$ cat config.mk
export PLATFORM = sky130hd
export DESIGN_NAME = interval_range_table_core_flat
export DESIGN_NICKNAME = d
export VERILOG_FILES = /design/src/sv/irt_pkg.sv /design/src/sv/irt_if.sv /design/src/sv/interval_range_table_core.sv /design/src/sv/irt_cell.sv /design/src/sv/irt_ctrl.sv /design/src/flat_wrapper.sv
export SDC_FILE = /design/constraint.sdc
export NUM_CORES = 1
export LEC_CHECK = 0
export BUFFER_PORTS_ARGS = -buffer_cell sky130_fd_sc_hd__buf_2
export CAP_MARGIN = 20
export CELL_PAD_IN_SITES_DETAIL_PLACEMENT = 1
export CELL_PAD_IN_SITES_GLOBAL_PLACEMENT = 2
export CORE_AREA = 2 2 39 41
export CTS_BUF_LIST = sky130_fd_sc_hd__clkbuf_16
export DETAILED_ROUTE_END_ITERATION = 8
export DIE_AREA = 0 0 41 43
export GPL_ROUTABILITY_DRIVEN = 0
export PLACE_DENSITY = 0.5
export SLEW_MARGIN = 15
export SYNTH_ARGS = -nofsm -noshare
export SYNTH_HDL_FRONTEND = slang
export SYNTH_SLANG_ARGS = --single-unit
$ cat constraint.sdc
create_clock -name clk -period 2.9 [get_ports clk]
set_clock_uncertainty 0.1 [all_clocks]
set_input_delay 0.58 -clock clk [delete_from_list [all_inputs] [get_ports clk]]
set_output_delay 0.58 -clock clk [all_outputs]
set_load 0.01 [all_outputs]
$ cat src/sv/irt_pkg.sv
package irt_pkg;

    localparam int TABLE_ENTRIES_DEF = 16;
    localparam int TAG_BITS_DEF      = 16;
    localparam int ADDR_W            = 64;
    localparam int TAG_W             = 16;
    localparam int KIND_W            = 3;
    localparam int STATUS_W          = 2;

    localparam logic [KIND_W-1:0] KIND_INSERT  = 3'd0;
    localparam logic [KIND_W-1:0] KIND_REMOVE  = 3'd1;
    localparam logic [KIND_W-1:0] KIND_LOOKUP  = 3'd2;
    localparam logic [KIND_W-1:0] KIND_OVERLAP = 3'd3;
    localparam logic [KIND_W-1:0] KIND_EXACT   = 3'd4;
    localparam logic [KIND_W-1:0] KIND_CLEAR   = 3'd5;

    localparam logic [STATUS_W-1:0] ST_OK      = 2'd0;
    localparam logic [STATUS_W-1:0] ST_FULL    = 2'd1;
    localparam logic [STATUS_W-1:0] ST_INVALID = 2'd2;

    typedef struct packed {
        logic [KIND_W-1:0] kind;
        logic [ADDR_W-1:0] range_start;
        logic [ADDR_W-1:0] range_end;
        logic [TAG_W-1:0]  entry_tag;
    } req_t;

    typedef struct packed {
        logic [STATUS_W-1:0] status;
        logic                found;
        logic [ADDR_W-1:0]   hit_start;
        logic [ADDR_W-1:0]   hit_end;
        logic [TAG_W-1:0]    hit_tag;
    } rsp_t;

    // Flags a cell reports for the current request.
    typedef struct packed {
        logic valid;
        logic contains;
        logic exact;
        logic le_end;
        logic cross_both;
    } cell_flags_t;

    // Update command broadcast to every cell.
    typedef struct packed {
        logic              trim;
        logic              split_take;
        logic              clear;
        logic [ADDR_W-1:0] cut_start;
        logic [ADDR_W-1:0] cut_end;
    } cell_cmd_t;

endpackage

$ cat src/sv/irt_if.sv
interface irt_if #(
    parameter type payload_t = logic
);
    logic     valid;
    logic     ready;
    payload_t payload;

    modport source (output valid, output payload, input ready);
    modport sink (input valid, input payload, output ready);
endinterface

$ cat src/sv/interval_range_table_core.sv
// Lookups, overlap checks, clear, unused kinds and empty ranges go from SCAN
// straight to RESP; remove and an insert whose split finds the table full pass
// through UPDATE; insert goes through UPDATE and ADD. The result is registered
// once RESP finds the output free. One request at a time: no new request is
// taken until the last result is registered, and a held result stalls RESP.
// Reset: rst_n asynchronously empties the table and returns to idle.
module interval_range_table_core #(
    parameter int TABLE_ENTRIES = irt_pkg::TABLE_ENTRIES_DEF,
    parameter int TAG_BITS      = irt_pkg::TAG_BITS_DEF
) (
    input logic clk,
    input logic rst_n,
    irt_if.sink   req,
    irt_if.source rsp
);
    localparam int IDX_W  = $clog2(TABLE_ENTRIES);
    localparam int TREE_N = 1 << IDX_W;

    irt_pkg::req_t              req_q;
    irt_pkg::cell_cmd_t         cmd;
    irt_pkg::cell_flags_t       flags [TABLE_ENTRIES];
    logic [irt_pkg::ADDR_W-1:0] starts [TABLE_ENTRIES];
    logic [irt_pkg::ADDR_W-1:0] ends [TABLE_ENTRIES];
    logic [TAG_BITS-1:0]        tags [TABLE_ENTRIES];
    logic [TABLE_ENTRIES:0]     free_ch;
    logic [irt_pkg::ADDR_W-1:0] cend [TABLE_ENTRIES+1];
    logic [TAG_BITS-1:0]        ctag [TABLE_ENTRIES+1];
    logic [TABLE_ENTRIES-1:0]   cross_v, split_sel;
    logic                       any_cross, table_full, ins_take, do_resp, out_free;
    logic                       split_full;
    logic                       out_valid_reg;
    logic                       full_reg;
    irt_pkg::rsp_t              rsp_reg, rsp_next;
    logic                       hit;
    logic [IDX_W-1:0]           hit_idx;
    logic [IDX_W-1:0]           best_idx;
    logic                       best_ok;
    logic                       t_ok  [2*TREE_N];
    logic [IDX_W-1:0]           t_idx [2*TREE_N];
    logic [irt_pkg::ADDR_W-1:0] t_key [2*TREE_N];
    logic [IDX_W-1:0]           donor_idx;

    // Feed the donor's end and tag in at the head of the chain so that a
    // free slot on either side of the donor sees them.
    assign free_ch[0] = 1'b0;
    assign cend[0]    = ends[donor_idx];
    assign ctag[0]    = tags[donor_idx];

    genvar g;
    generate
        for (g = 0; g < TABLE_ENTRIES; g++)
        begin : g_cell
            assign cross_v[g] = flags[g].cross_both;
            irt_cell #(.TAG_BITS(TAG_BITS)) u_cell (
                .clk           (clk),
                .rst_n         (rst_n),
                .req           (req_q),
                .cmd           (cmd),
                .ins_take      (ins_take),
                .split_sel     (split_sel[g]),
                .free_in       (free_ch[g]),
                .free_out      (free_ch[g+1]),
                .chain_end_in  (cend[g]),
                .chain_tag_in  (ctag[g]),
                .chain_end_out (cend[g+1]),
                .chain_tag_out (ctag[g+1]),
                .flags         (flags[g]),
                .start_q       (starts[g]),
                .end_q         (ends[g]),
                .tag_q         (tags[g])
            );
        end
    endgenerate

    // Only one entry can straddle both edges of the range.
    always_comb
    begin
        donor_idx = '0;
        for (int i = TABLE_ENTRIES - 1; i >= 0; i--)
        begin
            if (cross_v[i])
            begin
                donor_idx = IDX_W'(i);
            end
        end
    end
    assign split_sel  = cross_v;
    assign any_cross  = |cross_v;
    assign table_full = !free_ch[TABLE_ENTRIES];

    irt_ctrl u_ctrl (
        .clk        (clk),
        .rst_n      (rst_n),
        .in_valid   (req.valid),
        .in_ready   (req.ready),
        .req_in     (req.payload),
        .req_q      (req_q),
        .any_cross  (any_cross),
        .table_full (table_full),
        .cmd        (cmd),
        .ins_take   (ins_take),
        .split_full (split_full),
        .do_resp    (do_resp),
        .out_free   (out_free)
    );

    always_comb
    begin
        hit      = 1'b0;
        hit_idx  = '0;
        for (int i = TABLE_ENTRIES - 1; i >= 0; i--)
        begin
            if ((req_q.kind == irt_pkg::KIND_LOOKUP && flags[i].contains)
                || (req_q.kind == irt_pkg::KIND_EXACT && flags[i].exact))
            begin
                hit     = 1'b1;
                hit_idx = IDX_W'(i);
            end
        end
        // Pick the greatest start at or below the range end with a balanced tree.
        for (int k = 0; k < 2 * TREE_N; k++)
        begin
            t_ok[k]  = 1'b0;
            t_idx[k] = '0;
            t_key[k] = '0;
        end
        for (int i = 0; i < TREE_N; i++)
        begin
            if (i < TABLE_ENTRIES)
            begin
                t_ok[TREE_N + i]  = flags[i].le_end;
                t_key[TREE_N + i] = starts[i];
            end
            t_idx[TREE_N + i] = IDX_W'(i);
        end
        for (int k = TREE_N - 1; k >= 1; k--)
        begin
            if (t_ok[2*k+1] && (!t_ok[2*k] || t_key[2*k+1] > t_key[2*k]))
            begin
                t_ok[k]  = t_ok[2*k+1];
                t_idx[k] = t_idx[2*k+1];
                t_key[k] = t_key[2*k+1];
            end
            else
            begin
                t_ok[k]  = t_ok[2*k];
                t_idx[k] = t_idx[2*k];
                t_key[k] = t_key[2*k];
            end
        end
        best_ok  = t_ok[1];
        best_idx = t_idx[1];
    end

    always_comb
    begin
        rsp_next = '0;
        case (req_q.kind)
            irt_pkg::KIND_INSERT:
            begin
                if (req_q.range_start >= req_q.range_end)
                begin
                    rsp_next.status = irt_pkg::ST_INVALID;
                end
                else if (full_reg)
                begin
                    rsp_next.status = irt_pkg::ST_FULL;
                end
            end
            irt_pkg::KIND_REMOVE:
            begin
                rsp_next.status = full_reg ? irt_pkg::ST_FULL : irt_pkg::ST_OK;
            end
            irt_pkg::KIND_LOOKUP, irt_pkg::KIND_EXACT:
            begin
                if (hit)
                begin
                    rsp_next.found     = 1'b1;
                    rsp_next.hit_start = starts[hit_idx];
                    rsp_next.hit_end   = ends[hit_idx];
                    rsp_next.hit_tag   = irt_pkg::TAG_W'(tags[hit_idx]);
                end
            end
            irt_pkg::KIND_OVERLAP:
            begin
                if (best_ok && ends[best_idx] > req_q.range_start)
                begin
                    rsp_next.found     = 1'b1;
                    rsp_next.hit_start = starts[best_idx];
                    rsp_next.hit_end   = ends[best_idx];
                    rsp_next.hit_tag   = irt_pkg::TAG_W'(tags[best_idx]);
                end
            end
            default:
            begin
                rsp_next = '0;
            end
        endcase
    end

    assign out_free = !out_valid_reg || rsp.ready;

    // Track full status while the request is in flight.
    always_ff @(posedge clk or negedge rst_n)
    begin
        if (!rst_n)
        begin
            full_reg <= 1'b0;
        end
        else if (req.valid && req.ready)
        begin
            full_reg <= 1'b0;
        end
        else if (split_full || (ins_take && table_full))
        begin
            full_reg <= 1'b1;
        end
    end

    always_ff @(posedge clk)
    begin
        if (do_resp)
        begin
            rsp_reg <= rsp_next;
        end
    end

    always_ff @(posedge clk or negedge rst_n)
    begin
        if (!rst_n)
        begin
            out_valid_reg <= 1'b0;
        end
        else if (do_resp)
        begin
            out_valid_reg <= 1'b1;
        end
        else if (rsp.ready)
        begin
            out_valid_reg <= 1'b0;
        end
    end

    assign rsp.valid   = out_valid_reg;
    assign rsp.payload = rsp_reg;
endmodule

$ cat src/sv/irt_cell.sv
// One table slot. Each cycle it forwards the split donor's end and tag to its
// right neighbor and takes them during a split if it is the first free slot.
module irt_cell #(
    parameter int TAG_BITS = irt_pkg::TAG_BITS_DEF
) (
    input  logic                       clk,
    input  logic                       rst_n,
    input  irt_pkg::req_t              req,
    input  irt_pkg::cell_cmd_t         cmd,
    input  logic                       ins_take,
    input  logic                       split_sel,
    input  logic                       free_in,
    output logic                       free_out,
    input  logic [irt_pkg::ADDR_W-1:0] chain_end_in,
    input  logic [TAG_BITS-1:0]        chain_tag_in,
    output logic [irt_pkg::ADDR_W-1:0] chain_end_out,
    output logic [TAG_BITS-1:0]        chain_tag_out,
    output irt_pkg::cell_flags_t       flags,
    output logic [irt_pkg::ADDR_W-1:0] start_q,
    output logic [irt_pkg::ADDR_W-1:0] end_q,
    output logic [TAG_BITS-1:0]        tag_q
);
    logic                       valid_reg, valid_next;
    logic [irt_pkg::ADDR_W-1:0] start_reg, start_next;
    logic [irt_pkg::ADDR_W-1:0] end_reg, end_next;
    logic [TAG_BITS-1:0]        tag_reg, tag_next;
    logic                       first_free;
    logic                       ovl;

    assign first_free = !valid_reg && !free_in;
    assign free_out   = free_in || !valid_reg;

    // Pass the donor's fields rightward; the donor injects its own.
    assign chain_end_out = split_sel ? end_reg : chain_end_in;
    assign chain_tag_out = split_sel ? tag_reg : chain_tag_in;

    assign flags.valid      = valid_reg;
    assign flags.contains   = valid_reg && start_reg <= req.range_start
                              && req.range_start < end_reg;
    assign flags.exact      = valid_reg && start_reg == req.range_start;
    assign flags.le_end     = valid_reg && start_reg <= req.range_end;
    assign flags.cross_both = valid_reg && start_reg < req.range_start
                              && end_reg > req.range_end;

    assign ovl = start_reg < cmd.cut_end && end_reg > cmd.cut_start;

    always_comb
    begin
        valid_next = valid_reg;
        start_next = start_reg;
        end_next   = end_reg;
        tag_next   = tag_reg;
        if (cmd.clear)
        begin
            valid_next = 1'b0;
        end
        else if (cmd.split_take)
        begin
            if (split_sel)
            begin
                end_next = cmd.cut_start;
            end
            else if (first_free)
            begin
                valid_next = 1'b1;
                start_next = cmd.cut_end;
                end_next   = chain_end_in;
                tag_next   = chain_tag_in;
            end
        end
        else if (cmd.trim && valid_reg && ovl)
        begin
            if (start_reg >= cmd.cut_start && end_reg <= cmd.cut_end)
            begin
                valid_next = 1'b0;
            end
            else if (start_reg < cmd.cut_start)
            begin
                end_next = cmd.cut_start;
            end
            else
            begin
                start_next = cmd.cut_end;
            end
        end
        else if (ins_take && first_free)
        begin
            valid_next = 1'b1;
            start_next = req.range_start;
            end_next   = req.range_end;
            tag_next   = TAG_BITS'(req.entry_tag);
        end
    end

    always_ff @(posedge clk or negedge rst_n)
    begin
        if (!rst_n)
        begin
            valid_reg <= 1'b0;
        end
        else
        begin
            valid_reg <= valid_next;
        end
    end

    always_ff @(posedge clk)
    begin
        start_reg <= start_next;
        end_reg   <= end_next;
        tag_reg   <= tag_next;
    end

    assign start_q = start_reg;
    assign end_q   = end_reg;
    assign tag_q   = tag_reg;
endmodule

$ cat src/sv/irt_ctrl.sv
// Sequencer: SCAN picks the path by kind, UPDATE applies the trim or split (remove, insert),
// ADD places the new entry (insert), then RESP registers the response and applies a clear.
module irt_ctrl (
    input  logic                 clk,
    input  logic                 rst_n,
    input  logic                 in_valid,
    output logic                 in_ready,
    input  irt_pkg::req_t        req_in,
    output irt_pkg::req_t        req_q,
    input  logic                 any_cross,
    input  logic                 table_full,
    output irt_pkg::cell_cmd_t   cmd,
    output logic                 ins_take,
    output logic                 split_full,
    output logic                 do_resp,
    input  logic                 out_free
);
    localparam logic [2:0] S_IDLE = 3'd0;
    localparam logic [2:0] S_SCAN = 3'd1;
    localparam logic [2:0] S_UPD  = 3'd2;
    localparam logic [2:0] S_ADD  = 3'd3;
    localparam logic [2:0] S_RESP = 3'd4;

    logic [2:0]         state_reg, state_next;
    irt_pkg::req_t      req_reg;
    logic               is_ins, is_rem, empty_rng;

    assign req_q     = req_reg;
    assign in_ready  = state_reg == S_IDLE;
    assign is_ins    = req_reg.kind == irt_pkg::KIND_INSERT;
    assign is_rem    = req_reg.kind == irt_pkg::KIND_REMOVE;
    assign empty_rng = req_reg.range_start >= req_reg.range_end;

    always_comb
    begin
        cmd            = '0;
        cmd.cut_start  = req_reg.range_start;
        cmd.cut_end    = req_reg.range_end;
        ins_take       = 1'b0;
        split_full     = 1'b0;
        do_resp        = 1'b0;
        state_next     = state_reg;
        case (state_reg)
            S_IDLE:
            begin
                if (in_valid)
                begin
                    state_next = S_SCAN;
                end
            end
            S_SCAN:
            begin
                if ((is_ins || is_rem) && !empty_rng)
                begin
                    state_next = S_UPD;
                end
                else
                begin
                    state_next = S_RESP;
                end
            end
            S_UPD:
            begin
                if (any_cross)
                begin
                    cmd.split_take = !table_full;
                end
                else
                begin
                    cmd.trim = 1'b1;
                end
                split_full = any_cross && table_full;
                state_next = (is_ins && !(any_cross && table_full)) ? S_ADD : S_RESP;
            end
            S_ADD:
            begin
                ins_take   = 1'b1;
                state_next = S_RESP;
            end
            S_RESP:
            begin
                if (out_free)
                begin
                    do_resp    = 1'b1;
                    cmd.clear  = req_reg.kind == irt_pkg::KIND_CLEAR;
                    state_next = S_IDLE;
                end
            end
            default:
            begin
                state_next = S_IDLE;
            end
        endcase
    end

    always_ff @(posedge clk or negedge rst_n)
    begin
        if (!rst_n)
        begin
            state_reg <= S_IDLE;
        end
        else
        begin
            state_reg <= state_next;
        end
    end

    always_ff @(posedge clk)
    begin
        if (in_ready && in_valid)
        begin
            req_reg <= req_in;
        end
    end
endmodule

$ cat src/flat_wrapper.sv
// flat-port wrapper written by rule: the top's interface ports become plain ports
module interval_range_table_core_flat 
#(
    parameter int TABLE_ENTRIES = irt_pkg::TABLE_ENTRIES_DEF,
    parameter int TAG_BITS      = irt_pkg::TAG_BITS_DEF
)
  (clk, rst_n, req_valid, req_payload, req_ready, rsp_valid, rsp_payload, rsp_ready);
  irt_if req_i ();
  irt_if rsp_i ();
  input logic clk;
  input logic rst_n;
  input wire logic [$bits(req_i.valid)-1:0] req_valid;
  input wire logic [$bits(req_i.payload)-1:0] req_payload;
  output wire logic [$bits(req_i.ready)-1:0] req_ready;
  output wire logic [$bits(rsp_i.valid)-1:0] rsp_valid;
  output wire logic [$bits(rsp_i.payload)-1:0] rsp_payload;
  input wire logic [$bits(rsp_i.ready)-1:0] rsp_ready;
  assign req_i.valid = req_valid;
  assign req_i.payload = req_payload;
  assign req_ready = req_i.ready;
  assign rsp_valid = rsp_i.valid;
  assign rsp_payload = rsp_i.payload;
  assign rsp_i.ready = rsp_ready;
  interval_range_table_core #(.TABLE_ENTRIES(TABLE_ENTRIES), .TAG_BITS(TAG_BITS)) u_core (.clk(clk), .rst_n(rst_n), .req(req_i), .rsp(rsp_i));
endmodule
==> out/metrics.cfg <==
[die]
num_rows = 14
start_util_pct = 11.7
num_io_pins = 8
fp.coreArea_mm2 = 0.00138
die_area_mm2 = 0.00176
die_w_um = 41
fp.dieH_um = 43

[global_route]
grt_pass1_vias = 151
grt_max_degree = 6
grt_first_pass_wirelength_um = 641
track_usage_pct = 6.34
antenna_found_initial = 0
grt-ovfl-total = 0

[drt]
dr_total_vias = 132
routed_wirelength_um = 340
drcViolationCount = 0
vias_per_cell = 3.47
ant_nets = 0
firstDrtPassIters = 2
drt_iter0_drc = 1
avgRoutedWirePerCell_um = 8.95

[sta]
rsz0062_at_grt = no
whs_ps = 56.8
maxSlewViolCount = 0
hold_viol_final = 0
post-route-period-util_pct = 57.3
fin_setup_tns_ps = 0
fmax_mhz = 602
finalCriticalPeriod_ps = 1660
finalSetupViolations = 0

[power]
p_leak_nw = 0.134
p_per_area_mw_per_mm2 = 1210
p_total_mw = 0.333
ir_drop_mv = 0.542

[clock_network]
cts_resized = 0
post_cts_buffers = 0
cts_tree = done
clk_pin_slew_ps = 30
h-tree-depth = 1
clkLatencyLatePin_ps = 220
cts_made_buffers = 3
cts_sinks = 4
cts-root-buf = clkbuf_16
clock_tree.buffer_depth = 2
cts_hold_buf = 0

[layout]
diodes = 0
final_cell_mix = 5 x buf_2, 4 x dfrtp_1, 3 x clkbuf_16
drive_gt1_share_pct = 36.4
final_common_cell = buf_2
fin_nets = 29
fin_util_pct = 19.8
fin_cells = 38
area_growth_pct = 69.8
largest_reg_flops = 3

[worst_setup_path]
endpoint_kind = primary output
path_max_fanout = 5
crit_buf_inv = 1
criticalPathCategory = reg -> out
cp_slowest_cell = dfrtp_1
cp.arrival_ps = 980
slowest_delay_ps = 410
path_cells = nor3_1 -> buf_2
critPathLaunchType = flop
cp_top_family = flip-flops
required_ps = 2220

[synth]
synth.distinct_cells = 11
syn_inst = 15
yosys_warnings = 0
syn_area_per_cell_um2 = 10.8
synth_area_leader_cell = dfrtp_1
syn_nets = 20
ys_top_cells_by_area = dfrtp_1 62%, nor3_1 6.2%, or3b_1 5.4%
synthesis.area_um2 = 161
yosysSeqAreaShare_pct = 62.0
synth_top_cell_area_share_pct = 62.0
ys_ff_latch = 4

[outcome]
status = complete, no violations

[placed_design]
numPortBuffers = 5
dpl.cell_count = 35
dpl.hpwl_um = 259

[flow_run]
maxCapViolations = 0

[worst_hold_path]
hold_path_class = in -> async

-- worst paths after layout --
kind	from	slack (ps)	depth (start not counted)	to
setup reg to reg	u_core.u_ctrl.state_reg[0]	1810	2	u_core.u_ctrl.state_reg[2]
hold / removal	rst_n	60	1	u_core.rsp.valid
min in group clk	u_core.u_ctrl.state_reg[0]	390	1	u_core.u_ctrl.state_reg[1]
max in group asynchronous	rst_n	2520	1	u_core.u_ctrl.state_reg[1]
setup / recovery	u_core.u_ctrl.state_reg[2]	1240	2	req_ready
hold reg to reg	u_core.u_ctrl.state_reg[0]	390	1	u_core.u_ctrl.state_reg[1]
-- where the power goes --
group	internal, mW	switching [mW]	total (mW)	leakage [nW]
Combinational	0.0193	0.0203	0.0396	0.0441
Sequential	0.0695	0.0120	0.0815	0.0524
Clock	0.176	0.0356	0.212	0.0370
Total	0.265	0.0680	0.333	0.134
-- area by class of cell --
class	instances	area, um^2
clock buffer	3	75.1
multi-input combinational	9	50.0
fill	158	1110
tap	16	20.0
timing repair buffer	5	25.0
sequential	4	100
inverter	1	3.75
-- metrics by stage --
| step | setup WS, ps | cell area [um^2] |
|---|---|---|
| final | 1240 | 274 |
| after global routing | 1170 | 274 |
| after CTS | 1240 | 274 |
| after detailed placement | 1480 | 199 |
| after global placement | 1490 | 199 |
| after floorplan | 1510 | 161 |
-- cell usage after synthesis (all sizes together) --
cell,number
buf,1
conb,1
dfrtp,4
inv,1
nand2,1
nand2b,1
nor2,1
nor3,2
nor3b,1
o22ai,1
or3b,1
-- worst reg2reg max path: cells and delay by family, from the launching register on --
| kind | cells | cell delay, ps |
|---|---|---|
| AOI/OAI and AO/OA | 1 | 110 |
| and+or+nand+nor | 1 | 400 |
| DFF | 1 | 400 |
-- layer usage --
layer / vias to the layer above / share of wire [%] / global-route usage [%]
met4: 0 / 2.6 / 2.00
met5: - / 0 / 0
met3: 2 / 19 / 7.85
met1: 60 / 37 / 6.47
li1: 62 / - / -
met2: 8 / 41 / 7.81
-- cell families (layout without fill, tap and decap cells) --
group / count (synthesis) / in the layout / share of synthesized area, %
AO/OA/AOI/OAI: 1 / 1 / 3.88
buffers and inverters: 2 / 9 / 6.98
flip-flops: 4 / 4 / 62.0
other: 1 / 1 / 2.32
AND/OR/NAND/NOR: 7 / 7 / 24.8
Power figures use the tool's default switching activity.
